--- config.mk ---
export PLATFORM = sky130hd
export DESIGN_NAME = one_wire_temperature_reader_unit
export DESIGN_NICKNAME = d
export VERILOG_FILES = /design/src/rtl/owtr_pkg.sv /design/src/rtl/one_wire_temperature_reader_unit.sv
export SDC_FILE = /design/constraint.sdc
export NUM_CORES = 1
export LEC_CHECK = 0
export ABC_CLOCK_PERIOD_IN_PS = 3700
export BUFFER_PORTS_ARGS = -buffer_cell sky130_fd_sc_hd__buf_4
export CORE_AREA = 4 4 160 162
export DETAILED_ROUTE_END_ITERATION = 8
export DIE_AREA = 0 0 164 166
export GPL_TIMING_DRIVEN = 1
export HOLD_SLACK_MARGIN = 0.1
export RECOVER_POWER = 100
export SKIP_LAST_GASP = 1
export SYNTH_ARGS = -nofsm -noshare
export SYNTH_HDL_FRONTEND = slang
export SYNTH_SLANG_ARGS = --single-unit
--- constraint.sdc ---
create_clock -name clk -period 3.7 [get_ports clk]
set_clock_uncertainty 0.2 [all_clocks]
set_input_delay 0.74 -clock clk [delete_from_list [all_inputs] [get_ports clk]]
set_output_delay 0.74 -clock clk [all_outputs]
set_load 0.005 [all_outputs]
--- src/rtl/owtr_pkg.sv ---
// Types and constants of the one-wire temperature reader.
`timescale 1ns / 1ps
package owtr_pkg;

	typedef enum logic [3:0] {
		PH_IDLE,
		PH_RST_LOW,
		PH_RST_SAMPLE,
		PH_RST_REC,
		PH_WR_LOW,
		PH_WR_REL,
		PH_RD_LOW,
		PH_RD_SAMPLE,
		PH_RD_REC,
		PH_CONV_WAIT
	} phase_t;

	// Position in the command sequence.
	typedef enum logic [2:0] {
		STEP_FIRST_RESET,
		STEP_SKIP_ROM_1,
		STEP_CONVERT,
		STEP_SECOND_RESET,
		STEP_SKIP_ROM_2,
		STEP_READ_CMD,
		STEP_READ_LSB,
		STEP_READ_MSB
	} byte_step_t;

	typedef enum logic [0:0] {
		REG_RETRY_LIMIT,
		REG_CONV_WAIT
	} cfg_reg_t;

	typedef struct packed {
		logic               drive_low;
		logic               done_res;
		logic               failed;
		logic signed [15:0] temperature;
	} result_t;

	localparam int TIMER_W = 20;
	localparam int RETRY_W = 16;

	localparam logic [7:0] CMD_SKIP_ROM     = 8'hCC;
	localparam logic [7:0] CMD_CONVERT_T    = 8'h44;
	localparam logic [7:0] CMD_READ_SCRATCH = 8'hBE;

	localparam logic [TIMER_W-1:0] TIMER_MAX = '1;
	localparam logic [RETRY_W-1:0] RETRY_MAX = '1;

	localparam logic [TIMER_W-1:0] T_RST_LOW    = 20'd480;
	localparam logic [TIMER_W-1:0] T_RST_SAMPLE = 20'd70;
	localparam logic [TIMER_W-1:0] T_RST_REC    = 20'd410;
	localparam logic [TIMER_W-1:0] T_WR1_LOW    = 20'd6;
	localparam logic [TIMER_W-1:0] T_WR1_REL    = 20'd64;
	localparam logic [TIMER_W-1:0] T_WR0_LOW    = 20'd60;
	localparam logic [TIMER_W-1:0] T_WR0_REL    = 20'd10;
	localparam logic [TIMER_W-1:0] T_RD_LOW     = 20'd6;
	localparam logic [TIMER_W-1:0] T_RD_SAMPLE  = 20'd9;
	localparam logic [TIMER_W-1:0] T_RD_REC     = 20'd55;

	localparam logic [RETRY_W-1:0] RETRY_LIMIT_RST = 16'd1000;
	localparam logic [TIMER_W-1:0] CONV_WAIT_RST   = 20'd94000;

endpackage

--- src/rtl/one_wire_temperature_reader_unit.sv ---
// One-wire master that reads one temperature conversion from a DS18B20.
`timescale 1ns / 1ps
// Takes one transaction per clock while in_stall is low: each carries the
// microsecond tick, the sampled bus level and a start request, and yields one
// result transaction with the bus drive, a done flag, a no-presence flag and
// the signed raw temperature in 1/16 degree. The sequencer state updates in the
// cycle the transaction is accepted; its result enters the result register, or
// the skid register while that is held; the two entries let input keep flowing
// while a result waits, so in_stall rises only when both entries are full.
// A full read spans the slot timings and conv_wait_q, counted in tick microseconds.
module one_wire_temperature_reader_unit
	import owtr_pkg::*;
(
	input  logic               clk,
	input  logic               arst_n,
	input  logic               psel,
	input  logic               penable,
	input  logic               pwrite,
	input  logic [2:0]         paddr,
	input  logic [31:0]        pwdata,
	output logic [31:0]        prdata,
	output logic               pready,
	input  logic               in_valid,
	output logic               in_stall,
	input  logic               tick,
	input  logic               bus_level,
	input  logic               start_req,
	output logic               out_valid,
	input  logic               out_stall,
	output logic               drive_low,
	output logic               done_res,
	output logic               failed,
	output logic signed [15:0] temperature
);

	logic [RETRY_W-1:0] retry_limit_q;
	logic [TIMER_W-1:0] conv_wait_q;
	cfg_reg_t           cfg_sel;
	logic               cfg_wr;

	phase_t             phase_q, phase_d;
	byte_step_t         step_q, step_d;
	logic [TIMER_W-1:0] timer_q, timer_d, timer_inc, seg_len;
	logic [2:0]         bit_q, bit_d, bit_inc;
	logic [7:0]         shift_q, shift_d;
	logic [15:0]        value_q, value_d;
	logic [RETRY_W-1:0] retry_q, retry_d, retry_inc;
	logic               presence_q, presence_d;

	result_t            res_d, main_q, skid_q;
	logic               main_valid_q, skid_valid_q;
	logic               in_fire, out_fire;

	// Configuration port
	assign pready  = 1'b1;
	assign cfg_sel = cfg_reg_t'(paddr[2]);
	assign cfg_wr  = psel && penable && pwrite;

	always_comb begin
		case (cfg_sel)
			REG_RETRY_LIMIT: prdata = {16'd0, retry_limit_q};
			REG_CONV_WAIT:   prdata = {12'd0, conv_wait_q};
			default:         prdata = '0;
		endcase
	end

	always_ff @(posedge clk or negedge arst_n) begin
		if (!arst_n) begin
			retry_limit_q <= RETRY_LIMIT_RST;
			conv_wait_q   <= CONV_WAIT_RST;
		end else if (cfg_wr) begin
			case (cfg_sel)
				REG_RETRY_LIMIT: retry_limit_q <= pwdata[RETRY_W-1:0];
				REG_CONV_WAIT:   conv_wait_q   <= pwdata[TIMER_W-1:0];
				default:         ;
			endcase
		end
	end

	// Handshake
	assign in_stall = skid_valid_q;
	assign in_fire  = in_valid && !in_stall;
	assign out_fire = main_valid_q && !out_stall;

	// Sequencer
	assign timer_inc = (tick && timer_q != TIMER_MAX) ? timer_q + 1'b1 : timer_q;
	assign retry_inc = (retry_q != RETRY_MAX) ? retry_q + 1'b1 : retry_q;
	assign bit_inc   = bit_q + 3'd1;

	always_comb begin
		case (phase_q)
			PH_RST_LOW:    seg_len = T_RST_LOW;
			PH_RST_SAMPLE: seg_len = T_RST_SAMPLE;
			PH_RST_REC:    seg_len = T_RST_REC;
			PH_WR_LOW:     seg_len = shift_q[0] ? T_WR1_LOW : T_WR0_LOW;
			PH_WR_REL:     seg_len = shift_q[0] ? T_WR1_REL : T_WR0_REL;
			PH_RD_LOW:     seg_len = T_RD_LOW;
			PH_RD_SAMPLE:  seg_len = T_RD_SAMPLE;
			PH_RD_REC:     seg_len = T_RD_REC;
			PH_CONV_WAIT:  seg_len = conv_wait_q;
			default:       seg_len = '0;
		endcase
	end

	always_comb begin
		phase_d    = phase_q;
		step_d     = step_q;
		timer_d    = timer_q;
		bit_d      = bit_q;
		shift_d    = shift_q;
		value_d    = value_q;
		retry_d    = retry_q;
		presence_d = presence_q;
		res_d      = '0;

		if (phase_q == PH_IDLE) begin
			if (start_req) begin
				step_d     = STEP_FIRST_RESET;
				retry_d    = '0;
				presence_d = 1'b0;
				bit_d      = '0;
				shift_d    = '0;
				value_d    = '0;
				timer_d    = '0;
				phase_d    = PH_RST_LOW;
			end
		end else begin
			timer_d = timer_inc;
			if (timer_inc >= seg_len) begin
				timer_d = '0;
				case (phase_q)
					PH_RST_LOW: begin
						phase_d = PH_RST_SAMPLE;
					end
					PH_RST_SAMPLE: begin
						presence_d = !bus_level;
						phase_d    = PH_RST_REC;
					end
					PH_RST_REC: begin
						if (presence_q) begin
							step_d  = (step_q == STEP_FIRST_RESET) ? STEP_SKIP_ROM_1
								: STEP_SKIP_ROM_2;
							shift_d = CMD_SKIP_ROM;
							bit_d   = '0;
							phase_d = PH_WR_LOW;
						end else if (step_q == STEP_FIRST_RESET) begin
							retry_d = retry_inc;
							if (retry_inc >= retry_limit_q) begin
								res_d.done_res = 1'b1;
								res_d.failed   = 1'b1;
								phase_d        = PH_IDLE;
							end else begin
								phase_d = PH_RST_LOW;
							end
						end else begin
							phase_d = PH_RST_LOW;
						end
					end
					PH_WR_LOW: begin
						phase_d = PH_WR_REL;
					end
					PH_WR_REL: begin
						shift_d = {1'b0, shift_q[7:1]};
						bit_d   = bit_inc;
						if (bit_inc != 3'd0) begin
							phase_d = PH_WR_LOW;
						end else if (step_q == STEP_SKIP_ROM_1) begin
							step_d  = STEP_CONVERT;
							shift_d = CMD_CONVERT_T;
							phase_d = PH_WR_LOW;
						end else if (step_q == STEP_CONVERT) begin
							phase_d = PH_CONV_WAIT;
						end else if (step_q == STEP_SKIP_ROM_2) begin
							step_d  = STEP_READ_CMD;
							shift_d = CMD_READ_SCRATCH;
							phase_d = PH_WR_LOW;
						end else begin
							step_d  = STEP_READ_LSB;
							shift_d = '0;
							phase_d = PH_RD_LOW;
						end
					end
					PH_CONV_WAIT: begin
						step_d     = STEP_SECOND_RESET;
						presence_d = 1'b0;
						phase_d    = PH_RST_LOW;
					end
					PH_RD_LOW: begin
						phase_d = PH_RD_SAMPLE;
					end
					PH_RD_SAMPLE: begin
						shift_d = {bus_level, shift_q[7:1]};
						phase_d = PH_RD_REC;
					end
					PH_RD_REC: begin
						bit_d = bit_inc;
						if (bit_inc != 3'd0) begin
							phase_d = PH_RD_LOW;
						end else if (step_q == STEP_READ_LSB) begin
							value_d = {8'd0, shift_q};
							step_d  = STEP_READ_MSB;
							phase_d = PH_RD_LOW;
						end else begin
							value_d           = {shift_q, value_q[7:0]};
							res_d.done_res    = 1'b1;
							res_d.temperature = signed'({shift_q, value_q[7:0]});
							phase_d           = PH_IDLE;
						end
					end
					default: begin
						phase_d = PH_IDLE;
					end
				endcase
			end
		end

		res_d.drive_low = (phase_d == PH_RST_LOW) || (phase_d == PH_WR_LOW)
			|| (phase_d == PH_RD_LOW);
	end

	always_ff @(posedge clk or negedge arst_n) begin
		if (!arst_n) begin
			phase_q    <= PH_IDLE;
			step_q     <= STEP_FIRST_RESET;
			timer_q    <= '0;
			bit_q      <= '0;
			shift_q    <= '0;
			value_q    <= '0;
			retry_q    <= '0;
			presence_q <= 1'b0;
		end else if (in_fire) begin
			phase_q    <= phase_d;
			step_q     <= step_d;
			timer_q    <= timer_d;
			bit_q      <= bit_d;
			shift_q    <= shift_d;
			value_q    <= value_d;
			retry_q    <= retry_d;
			presence_q <= presence_d;
		end
	end

	// Result register with skid entry
	always_ff @(posedge clk or negedge arst_n) begin
		if (!arst_n) begin
			main_valid_q <= 1'b0;
			skid_valid_q <= 1'b0;
		end else if (!main_valid_q || out_fire) begin
			main_valid_q <= skid_valid_q || in_fire;
			skid_valid_q <= 1'b0;
		end else if (in_fire) begin
			skid_valid_q <= 1'b1;
		end
	end

	always_ff @(posedge clk) begin
		if (!main_valid_q || out_fire) begin
			main_q <= skid_valid_q ? skid_q : res_d;
		end else if (in_fire) begin
			skid_q <= res_d;
		end
	end

	assign out_valid   = main_valid_q;
	assign drive_low   = main_q.drive_low;
	assign done_res    = main_q.done_res;
	assign failed      = main_q.failed;
	assign temperature = main_q.temperature;

endmodule

Word-level counts from Yosys, hierarchy flattened
Index checks and enable logic that the tools add are counted. Widths: inputs -> output; s select.

Flip-flop bits (word level): 139. Input bits: 45. Word-level logic and storage cells: 167.

Add/subtract/negate cells: 3. Magnitude comparators: 2. Equal/unequal tests: 26. Mux-type cells: 77. Bitwise gates (word level): 2. Reductions and logical operators: 37.

Operator list (count): $pmux 20 s9 (1); $mux 16 (10); $mux 8 (13); $mux 20 (4); $pmux 32 s2 (1); $mux 3 (15); $mux 18 (2); $pmux 4 s9 (1); $mux 4 (7); $eq 4x3->1 const B (6); $pmux 8 s3 (1); $add 20x1->20 const B (1); $ge 20x20->1 (1); $ne 20x20->1 const B (1); $mux 19 (1); $add 16x1->16 const B (1); $ge 16x16->1 (1); $ne 16x16->1 const B (1); $ne 3x3->1 const B (4); $pmux 3 s4 (1); $reduce_and 6->1 (2); $reduce_bool 2->1 (6); $mux 1 (10); $mux 2 (5); 28 further kinds (51).

Logic depth before layout (Yosys ltp)
Gate-level depths: netlist of the first run.

Word-level depth: 13. Gate-level depth with buffers: 18. Mapped depth without buffers: 16.

Least setup slack after synthesis of the first run
OpenSTA, ideal clock, no wires.

Path kind: register to register. From: register timer_q[8]. To: register timer_q[2]. Setup time: 0.095 ns. Arrival: 3.565 ns. Data required time: 3.405 ns. Slack: -0.160 ns. Cell stages (with the launch flop): 18. Path buffers: 2. Period minus slack after synthesis: 3.860 ns. Cells stage by stage: dfrtp_1 > and3_1 > nand3_2 > o41ai_4 > nor4_2 > nand3_1 > xnor2_1 > ha_1 > a211oi_2 > o21ai_0 > a221oi_2 > o211ai_4 > or3_1 > buf_4 > buf_6 > o21ai_1 > nand2_1 > o31ai_1.

Longest elaborated chain between the ends: 6. Elaborated cells on any way between the ends: 7.

RTL lines: from (decl) (RTL line one_wire_temperature_reader_unit.sv:43) `logic [TIMER_W-1:0] timer_q, timer_d, timer_inc, seg_len;`; from (signal assigned) (RTL line one_wire_temperature_reader_unit.sv:234) `timer_q <= timer_d;`; branches (longest 2 deep; another with $add 20x1->20); $mux 20 (*) (RTL line one_wire_temperature_reader_unit.sv:86) `assign timer_inc = (tick && timer_q != TIMER_MAX) ? timer_q + 1'b1 : timer_q;`; $ge 20x20->1 (RTL line one_wire_temperature_reader_unit.sv:129) `if (timer_inc >= seg_len) begin`; $mux 20 (*) (RTL line one_wire_temperature_reader_unit.sv:129); $mux 20 (*) (RTL line one_wire_temperature_reader_unit.sv:116) `if (phase_q == PH_IDLE) begin`.

Mark *: on every way between the ends. A chain may end at the register's enable or synchronous reset.

Worst setup path in the final report of the first run
From: register timer_q[2]. To: register timer_q[15].

Same word-level chain as after synthesis.

==> results of run 1 <==
repair_timing:
| item | CTS | global route |
|---|---|---|
| resized for setup | 104 | 48 |
| gates cloned | 2 | 2 |
| setup buffers | 26 | 4 |
| setup endpoints to repair | 101 | 101 |
| pin swaps | 53 | 10 |
flip-flops by register name, indices dropped and copies added (netlist names), 3 cells and up:
register,count
retry_limit_q,16
timer_q,20
skid_q,19
shift_q,8
retry_q,16
bit_q,3
temperature,16
phase_q,4
step_q,3
conv_wait_q,20
value_q,8
power by group through the flow:
stage               Sequential (W)  Clock, W  Combinational [W]
finish                     0.00204   0.00173            0.00218
global placement           0.00205         0            0.00187
floorplan                  0.00198         0            0.00124
global route               0.00207   0.00184            0.00242
detailed placement         0.00205         0            0.00190
CTS                        0.00204   0.00176            0.00207
cells by family (layout without fill, tap and decap cells):
kind of cell / after synthesis / after routing
buffers and inverters: 92 / 311
xor gates and xnor gates: 33 / 33
muxes: 58 / 58
and+or+nand+nor: 295 / 295
AOI/OAI and AO/OA: 202 / 202
adders and majority gates: 40 / 40
other: 2 / 13
DFF: 139 / 139
per-layer routing:
layer  vias to the layer above  routed length (um)  GRT usage, %  part of all wire (%)
met5                         -                   0             0                     0
met2                       174               10290         25.72                    47
li1                       3484                   -             -                     -
met4                         0                 379         4.960                   1.7
met3                        27                1031         3.723                   4.7
met1                      3323               10090         22.04                    46
placed cells by master (no fill, tap or decap), drive strengths merged, types with 3 or more instances in the layout:
cell        n
edfxtp     38
ha         40
nand2b      5
inv        45
xor2       16
or3         4
clkinvlp    3
dfrtp      86
o31ai      22
nor2       65
o21ai      77
xnor2      17
nor2b      19
nand4       4
nor4        4
mux2       54
conb       13
a31oi       8
nor3       11
o21a        3
and3       13
clkinv      3
and4        5
a22o       15
nand3      31
dfstp      15
o41ai       3
a221oi      4
a21oi      42
nor3b       3
mux2i       4
and2       13
clkbuf     53
buf       206
nand2     114
path summary, 6_finish.rpt:
check	to	slack (ps)	depth (start not counted)
min in group asynchronous	retry_q[14]$_DFFE_PN0P_	920	1
worst min-delay path	retry_limit_q[13]$_DFFE_PN0P_	310	1
max in group asynchronous	presence_q$_DFFE_PN0P_	330	2
worst max register to register	timer_q[15]$_DFFE_PN0P_	-240	16
worst min register to register	retry_limit_q[13]$_DFFE_PN0P_	310	1
worst max-delay path	timer_q[15]$_DFFE_PN0P_	-240	16
per-stage QoR:
step | hold slack, ps | power [W]
global placement | 285.8 | 0.003914
global route | 313.9 | 0.006336
floorplan | 237.8 | 0.003211
CTS | 144.5 | 0.005860
detailed placement | 293.5 | 0.003955
finish | 305.4 | 0.005946
final cells by class:
type / count / area share (%)
Sequential cell: 139 / 31.98
Timing Repair Buffer: 242 / 16.57
Clock buffer: 17 / 3.690
Tap cell: 324 / 3.516
Clock inverter: 15 / 1.465
Multi-Input combinational cell: 641 / 41.57
Inverter: 37 / 1.205
==> impl_metrics.env, run 1 <==
export IMPL_status="complete, but fails checks"
export IMPL_violations="max-capacitance violations, max-slew violations, negative setup slack"
export IMPL_die_h_um=166
export IMPL_die_x_um=164
export IMPL_synth_top_area_cell="dfrtp_1"
export IMPL_dp_slack_ps=-321.3
export IMPL_core_mm2=0.02411
export IMPL_design_area_mm2=0.01153
export IMPL_tightest_slew_ps=2608
export IMPL_synth_simple_area_share_pct=17.36
export IMPL_clk_pin_slew_worst_paths_ps=70
export IMPL_fill_cells=2272
export IMPL_gp_congestion=0.8459
export IMPL_critical_path_arrival_ps=4080
export IMPL_totalWireLength_mm=21.80
export IMPL_multiInputGateArea_mm2=0.004792
export IMPL_firstDrtPassIters=5
export IMPL_synth_top_family_by_area="simple AND/OR/NAND/NOR gates"
export IMPL_switchingPower_w=0.002168
export IMPL_drv_slew=47
export IMPL_yosysUniqueCellTypes=78
export IMPL_crit_path_start="timer_q[2]$_DFFE_PN0P_"
export IMPL_wl_per_cell_um=15.40
export IMPL_holdBufCountCts=0
export IMPL_p_per_area_mw_per_mm2=515.8
export IMPL_cp_start_kind="flip-flop"
export IMPL_dpl_cell_area_mm2=0.01013
export IMPL_regArea_mm2=0.003687
export IMPL_synth_fa_ha_area_share_pct=6.002
export IMPL_grt_pass1_wl_mm=35.49
export IMPL_drt_first_iter_violations=429
export IMPL_htree_levels=4
export IMPL_numCtsBuffers=17
export IMPL_num_vias=7008
export IMPL_synthArstFlopShare_pct=72.66
export IMPL_ys_top_cells_by_area="dfrtp_1 26%, edfxtp_1 14%, mux2_2 7.2%, ha_1 6.0%, nand2_1 5.1%"
export IMPL_grt_max_degree=57
export IMPL_area_growth_syn_to_layout_pct=38.27
export IMPL_cp_common_cell="o21ai_1"
export IMPL_pwr_share_clk_pct=29.0
export IMPL_ios=99
export IMPL_yosys_top_cells_count="113 x nand2_1, 86 x dfrtp_1, 64 x nor2_1"
export IMPL_p_seq_share_pct=34.3
export IMPL_cpPeakStageDelay_ps=430
export IMPL_rows=57
export IMPL_dieArea_mm2=0.02722
export IMPL_grt_pass1_vias=6923
export IMPL_fmax_mhz=253.8
export IMPL_drc_errors=0
export IMPL_swShare_pct=36.46
export IMPL_synth_seq_cells=139
export IMPL_clockBufferDepth=2
export IMPL_worst_slack_ps=-240.5
export IMPL_path_buf_inv=1
export IMPL_avgSynthCellArea_um2=9.684
export IMPL_finalCoreUtilization_pct=47.83
export IMPL_start_util_pct=34.59
export IMPL_fin_crit_ps=3941
export IMPL_min_from="retry_limit_q[13]$_DFFE_PN0P_"
export IMPL_cp_slowest_cell="or3_4"
export IMPL_gr_total_overflow=0
export IMPL_cp_end_kind="flip-flop"
export IMPL_antenna_cells=0
export IMPL_synth_xor_xnor_area_share_pct=3.466
export IMPL_yosys_mux_area_fraction_pct=7.818
export IMPL_clkLatencyLatePin_ps=430
export IMPL_cts_root_buffer="clkbuf_16"
export IMPL_yosysWarnings=0
export IMPL_grt_use_total_pct=16.20
export IMPL_worst_path_max_fanout=7
export IMPL_fin_setup_tns_ps=-10690
export IMPL_postRouteAntennaNets=0
export IMPL_synth_most_common_cell="nand2_1"
export IMPL_r2r_start="timer_q[2]$_DFFE_PN0P_"
export IMPL_hold_viol_final=0
export IMPL_synth_cells=861
export IMPL_cts_sinks=139
export IMPL_portBuffers=71
export IMPL_synth_top_area_share_pct=25.81
export IMPL_finalSetupViolations=87
export IMPL_relSlewSlack_pct=-73.88
export IMPL_required_ps=3840
export IMPL_fin_nets=1163
export IMPL_p_int_w=0.003778
export IMPL_cap_violations=1
export IMPL_dp_cells=1350
export IMPL_synth_ff_type="dfrtp_1"
export IMPL_synth_edff_count=38
export IMPL_combPwrFrac_pct=36.7
export IMPL_synth_compound_area_share_pct=15.73
export IMPL_path_delay_family="simple AND/OR/NAND/NOR gates"
export IMPL_vdd_drop_max_uv=330.6
export IMPL_final_cells=1415
export IMPL_crit_type="flip-flop to flip-flop"
export IMPL_rsz0062_at_grt="yes"
export IMPL_dp_final_hpwl_mm=15.35
export IMPL_finalCritPeriodShare_pct=106.5
export IMPL_via_per_inst=4.953
export IMPL_power_leakage_nw=5.157
export IMPL_seq_area_frac_synth_pct=44.22
export IMPL_crit_chain="and4_4 > and3_4 > nand2_4 > nor4_4 > nand3_1 > xnor2_1 > ha_1 > a211oi_2 > o21ai_1 > a221oi_2 > o211ai_4 > or3_4 > clkbuf_16 > nor2b_1 > o21ai_1 > o31ai_2"
export IMPL_worstHoldPathType="flip-flop to flip-flop"
export IMPL_syn_cell_area_mm2=0.008338
export IMPL_drive_above_1_share_pct=40.70
export IMPL_cts_tree="yes"
export IMPL_antenna_found_initial=0
No activity file was read; power rests on OpenSTA's default activity.
==> inputs of run 2 (changes only) <==
- ABC_AREA: not set -> 1
- CORE_AREA: 4 4 160 162 -> 4 4 162 164
- DIE_AREA: 0 0 164 166 -> 0 0 166 168
==> run 2 against run 1 <==
  * The run ends with max-capacitance violations, max-slew violations left
  * Power up 15%
  * Area after synthesis is 2.7% lower
  * Worst hold slack worse by 20 ps
  * Sequential power up 2%
  * Global-route usage is 1.7 points lower
  * Final cell count up 7.5%
  * Sequential cell count did not move
  * Synthesized cell count grew 18%
  * Core utilization is 4.0 points lower
  * Die area rose by 2.4%
  * Critical path type unchanged
==> impl_metrics.env, run 2 <==
export IMPL_status="complete, but fails checks"
export IMPL_violations="max-capacitance violations, max-slew violations"
export IMPL_core_mm2=0.02489
export IMPL_cp_common_cell="nor2_4"
export IMPL_reg_largest_list="conv_wait_q: 20 flops, timer_q: 20 flops, skid_q: 19 flops"
export IMPL_ys_top_cells_by_area="dfrtp_1 27%, edfxtp_1 14%, nand2_1 12%, inv_1 7.4%, ha_1 6.2%"
export IMPL_avgSynthCellArea_um2=7.971
export IMPL_layout_commonest_cell="nand2_1"
export IMPL_gr_total_overflow=0
export IMPL_synthArstFlopShare_pct=72.66
export IMPL_antenna_found_initial=0
export IMPL_clkLatencyLatePin_ps=430
export IMPL_vdd_drop_max_uv=402.4
export IMPL_tightest_slew_ps=1674
export IMPL_synth_seq_cells=139
export IMPL_yosysUniqueCellTypes=51
export IMPL_synth_top_area_share_pct=26.52
export IMPL_drive_above_1_share_pct=31.07
export IMPL_power_leakage_nw=5.367
export IMPL_firstDrtPassIters=5
export IMPL_final_cells=1521
export IMPL_hold_viol_final=0
export IMPL_p_per_area_mw_per_mm2=625.0
export IMPL_gp_congestion=0.8652
export IMPL_rows=58
export IMPL_cp_end_kind="flip-flop"
export IMPL_relSlewSlack_pct=-11.61
export IMPL_antenna_cells=0
export IMPL_cts_sinks=139
export IMPL_syn_cell_area_mm2=0.008114
export IMPL_crit_type="flip-flop to flip-flop"
export IMPL_die_h_um=168
export IMPL_cp_slowest_cell="dfrtp_1"
export IMPL_dieArea_mm2=0.02789
export IMPL_cts_tree="yes"
export IMPL_rsz0062_at_grt="yes"
export IMPL_grt_pass1_vias=6829
export IMPL_dpl_cell_area_mm2=0.009455
export IMPL_crit_chain="ha_2 > inv_2 > nor3_4 > nand3_2 > nand2_2 > inv_2 > nand2_2 > nor2_4 > nand2_4 > nor2_4 > xor2_2 > ha_1 > nand2_4 > nor2_4 > buf_6 > a21oi_4 > nand4_4 > nor2_4 > buf_6 > inv_2 > nor2_4 > buf_6 > nand2_2 > o21ai_1"
export IMPL_num_vias=7056
export IMPL_via_per_inst=4.639
export IMPL_required_ps=3850
export IMPL_cp_start_kind="flip-flop"
export IMPL_fin_nets=1263
export IMPL_drv_slew=66
export IMPL_critical_path_arrival_ps=3830
export IMPL_synth_cells=1018
export IMPL_finalSetupViolations=0
export IMPL_drc_errors=0
export IMPL_dp_final_hpwl_mm=14.63
export IMPL_fmax_mhz=272.1
export IMPL_hold_worst_slack_ps=285.9
export IMPL_holdBufCountCts=0
export IMPL_worstHoldPathType="flip-flop to flip-flop"
export IMPL_clockBufferDepth=2
export IMPL_wl_per_cell_um=13.55
export IMPL_yosysWarnings=0
export IMPL_die_x_um=166
export IMPL_htree_levels=4
export IMPL_ios=99
export IMPL_portBuffers=71
export IMPL_cap_violations=1
export IMPL_fin_crit_ps=3675
export IMPL_drt_first_iter_violations=518
export IMPL_layout_common_cells="230 x nand2_1, 154 x inv_1, 112 x buf_4, 86 x dfrtp_1, 76 x o21ai_0"
export IMPL_synth_most_common_cell="nand2_1"
export IMPL_postRouteAntennaNets=0
export IMPL_cts_root_buffer="clkbuf_16"
export IMPL_cpPeakStageDelay_ps=350
export IMPL_area_growth_syn_to_layout_pct=34.53
export IMPL_seq_area_frac_synth_pct=45.44
export IMPL_clk_pin_slew_worst_paths_ps=70
export IMPL_numCtsBuffers=17
export IMPL_synth_top_area_cell="dfrtp_1"
export IMPL_yosys_top_cells_count="270 x nand2_1, 161 x inv_1, 92 x o21ai_0"
export IMPL_start_util_pct=32.60
export IMPL_grt_max_degree=66
export IMPL_synth_edff_count=38
export IMPL_grt_pass1_wl_mm=33.49
export IMPL_fill_cells=2436
export IMPL_worst_path_max_fanout=5
export IMPL_totalWireLength_mm=20.62
export IMPL_design_area_mm2=0.01092
export IMPL_dp_cells=1465
export IMPL_grt_use_total_pct=14.46
export IMPL_synth_ff_type="dfrtp_1"
export IMPL_finalCritPeriodShare_pct=99.31
==> run 2: cells by family (layout without fill, tap and decap cells) <==
family	count (synthesis)	count (layout)	share of synthesized area, %
buffers and inverters	215	376	10.93
XOR/XNOR	23	23	2.483
multiplexers	6	6	0.8172
flip-flops	139	139	45.44
AND/OR/NAND/NOR	406	407	21.22
AO/OA/AOI/OAI	187	187	12.85
other	2	13	0.09256
adder cells (fa/ha/maj)	40	40	6.168
==> run 2: per-layer routing <==
layer,wire length [um],global-route usage [%],up-vias
met3,1057,3.475,16
met5,0,0,-
li1,-,-,3589
met1,9975,20.29,3258
met4,210,3.587,0
met2,9372,22.62,193
==> run 2: final cells by class <==
class / instances / area (um2) / area share, %
clock buffer: 17 / 425.4 / 3.897
clock inverter: 15 / 152.6 / 1.398
inverter: 176 / 675.6 / 6.190
multi-input combinational: 676 / 4240 / 38.85
sequential: 139 / 3687 / 33.78
tap: 330 / 412.9 / 3.783
timing repair buffer: 167 / 1313 / 12.02
timing repair inverter: 1 / 8.758 / 0.08024
==> run 2: final timing paths <==
| kind | startpoint | end | slack, ps | cells past startpoint |
|---|---|---|---|---|
| hold / removal | retry_limit_q[4]$_DFFE_PN0P_ | retry_limit_q[4]$_DFFE_PN0P_ | 290 | 2 |
| min in group asynchronous | arst_n | timer_q[19]$_DFFE_PN0P_ | 530 | 1 |
| max in group asynchronous | arst_n | retry_q[14]$_DFFE_PN0P_ | 1050 | 2 |
| setup reg to reg | timer_q[0]$_DFFE_PN0P_ | timer_q[8]$_DFFE_PN0P_ | 30 | 24 |
| setup / recovery | timer_q[0]$_DFFE_PN0P_ | timer_q[8]$_DFFE_PN0P_ | 30 | 24 |
| hold reg to reg | retry_limit_q[4]$_DFFE_PN0P_ | retry_limit_q[4]$_DFFE_PN0P_ | 290 | 2 |
==> run 2: critical path: cells and delay by family (launching register included) <==
family / cells / cell delay [ps]
compound gates: 2 / 250
fa+ha+maj: 2 / 490
flops: 1 / 350
simple gates: 13 / 1540
buf+inv: 6 / 540
xor+xnor: 1 / 180
==> run 2: timing repair <==
item	4_1_cts	5_1_grt
resized for setup	28	151
pin swaps	22	63
endpoints found under the setup margin	95	96
cloned	1	1
setup buffers	8	14
==> run 2: report_power, final <==
group	internal [W]	switching (W)
Clock	0.000893	0.000775
Combinational	0.00123	0.00184
Sequential	0.00189	0.000194
Total	0.00402	0.00280
==> run 2: metrics by stage <==
stage          power, W  setup TNS [ps]  setup slack [ps]  utilization (%)
2_1_floorplan  0.003695               0             225.9                -
3_3_place_gp   0.004532          -14460            -241.6            37.99
3_5_place_dp   0.004568          -16030            -275.6            37.99
4_1_cts        0.006356          -12.54            -12.54            41.08
5_1_grt        0.007300           -4357            -171.3            43.85
6_report       0.006823               0             25.39            43.85
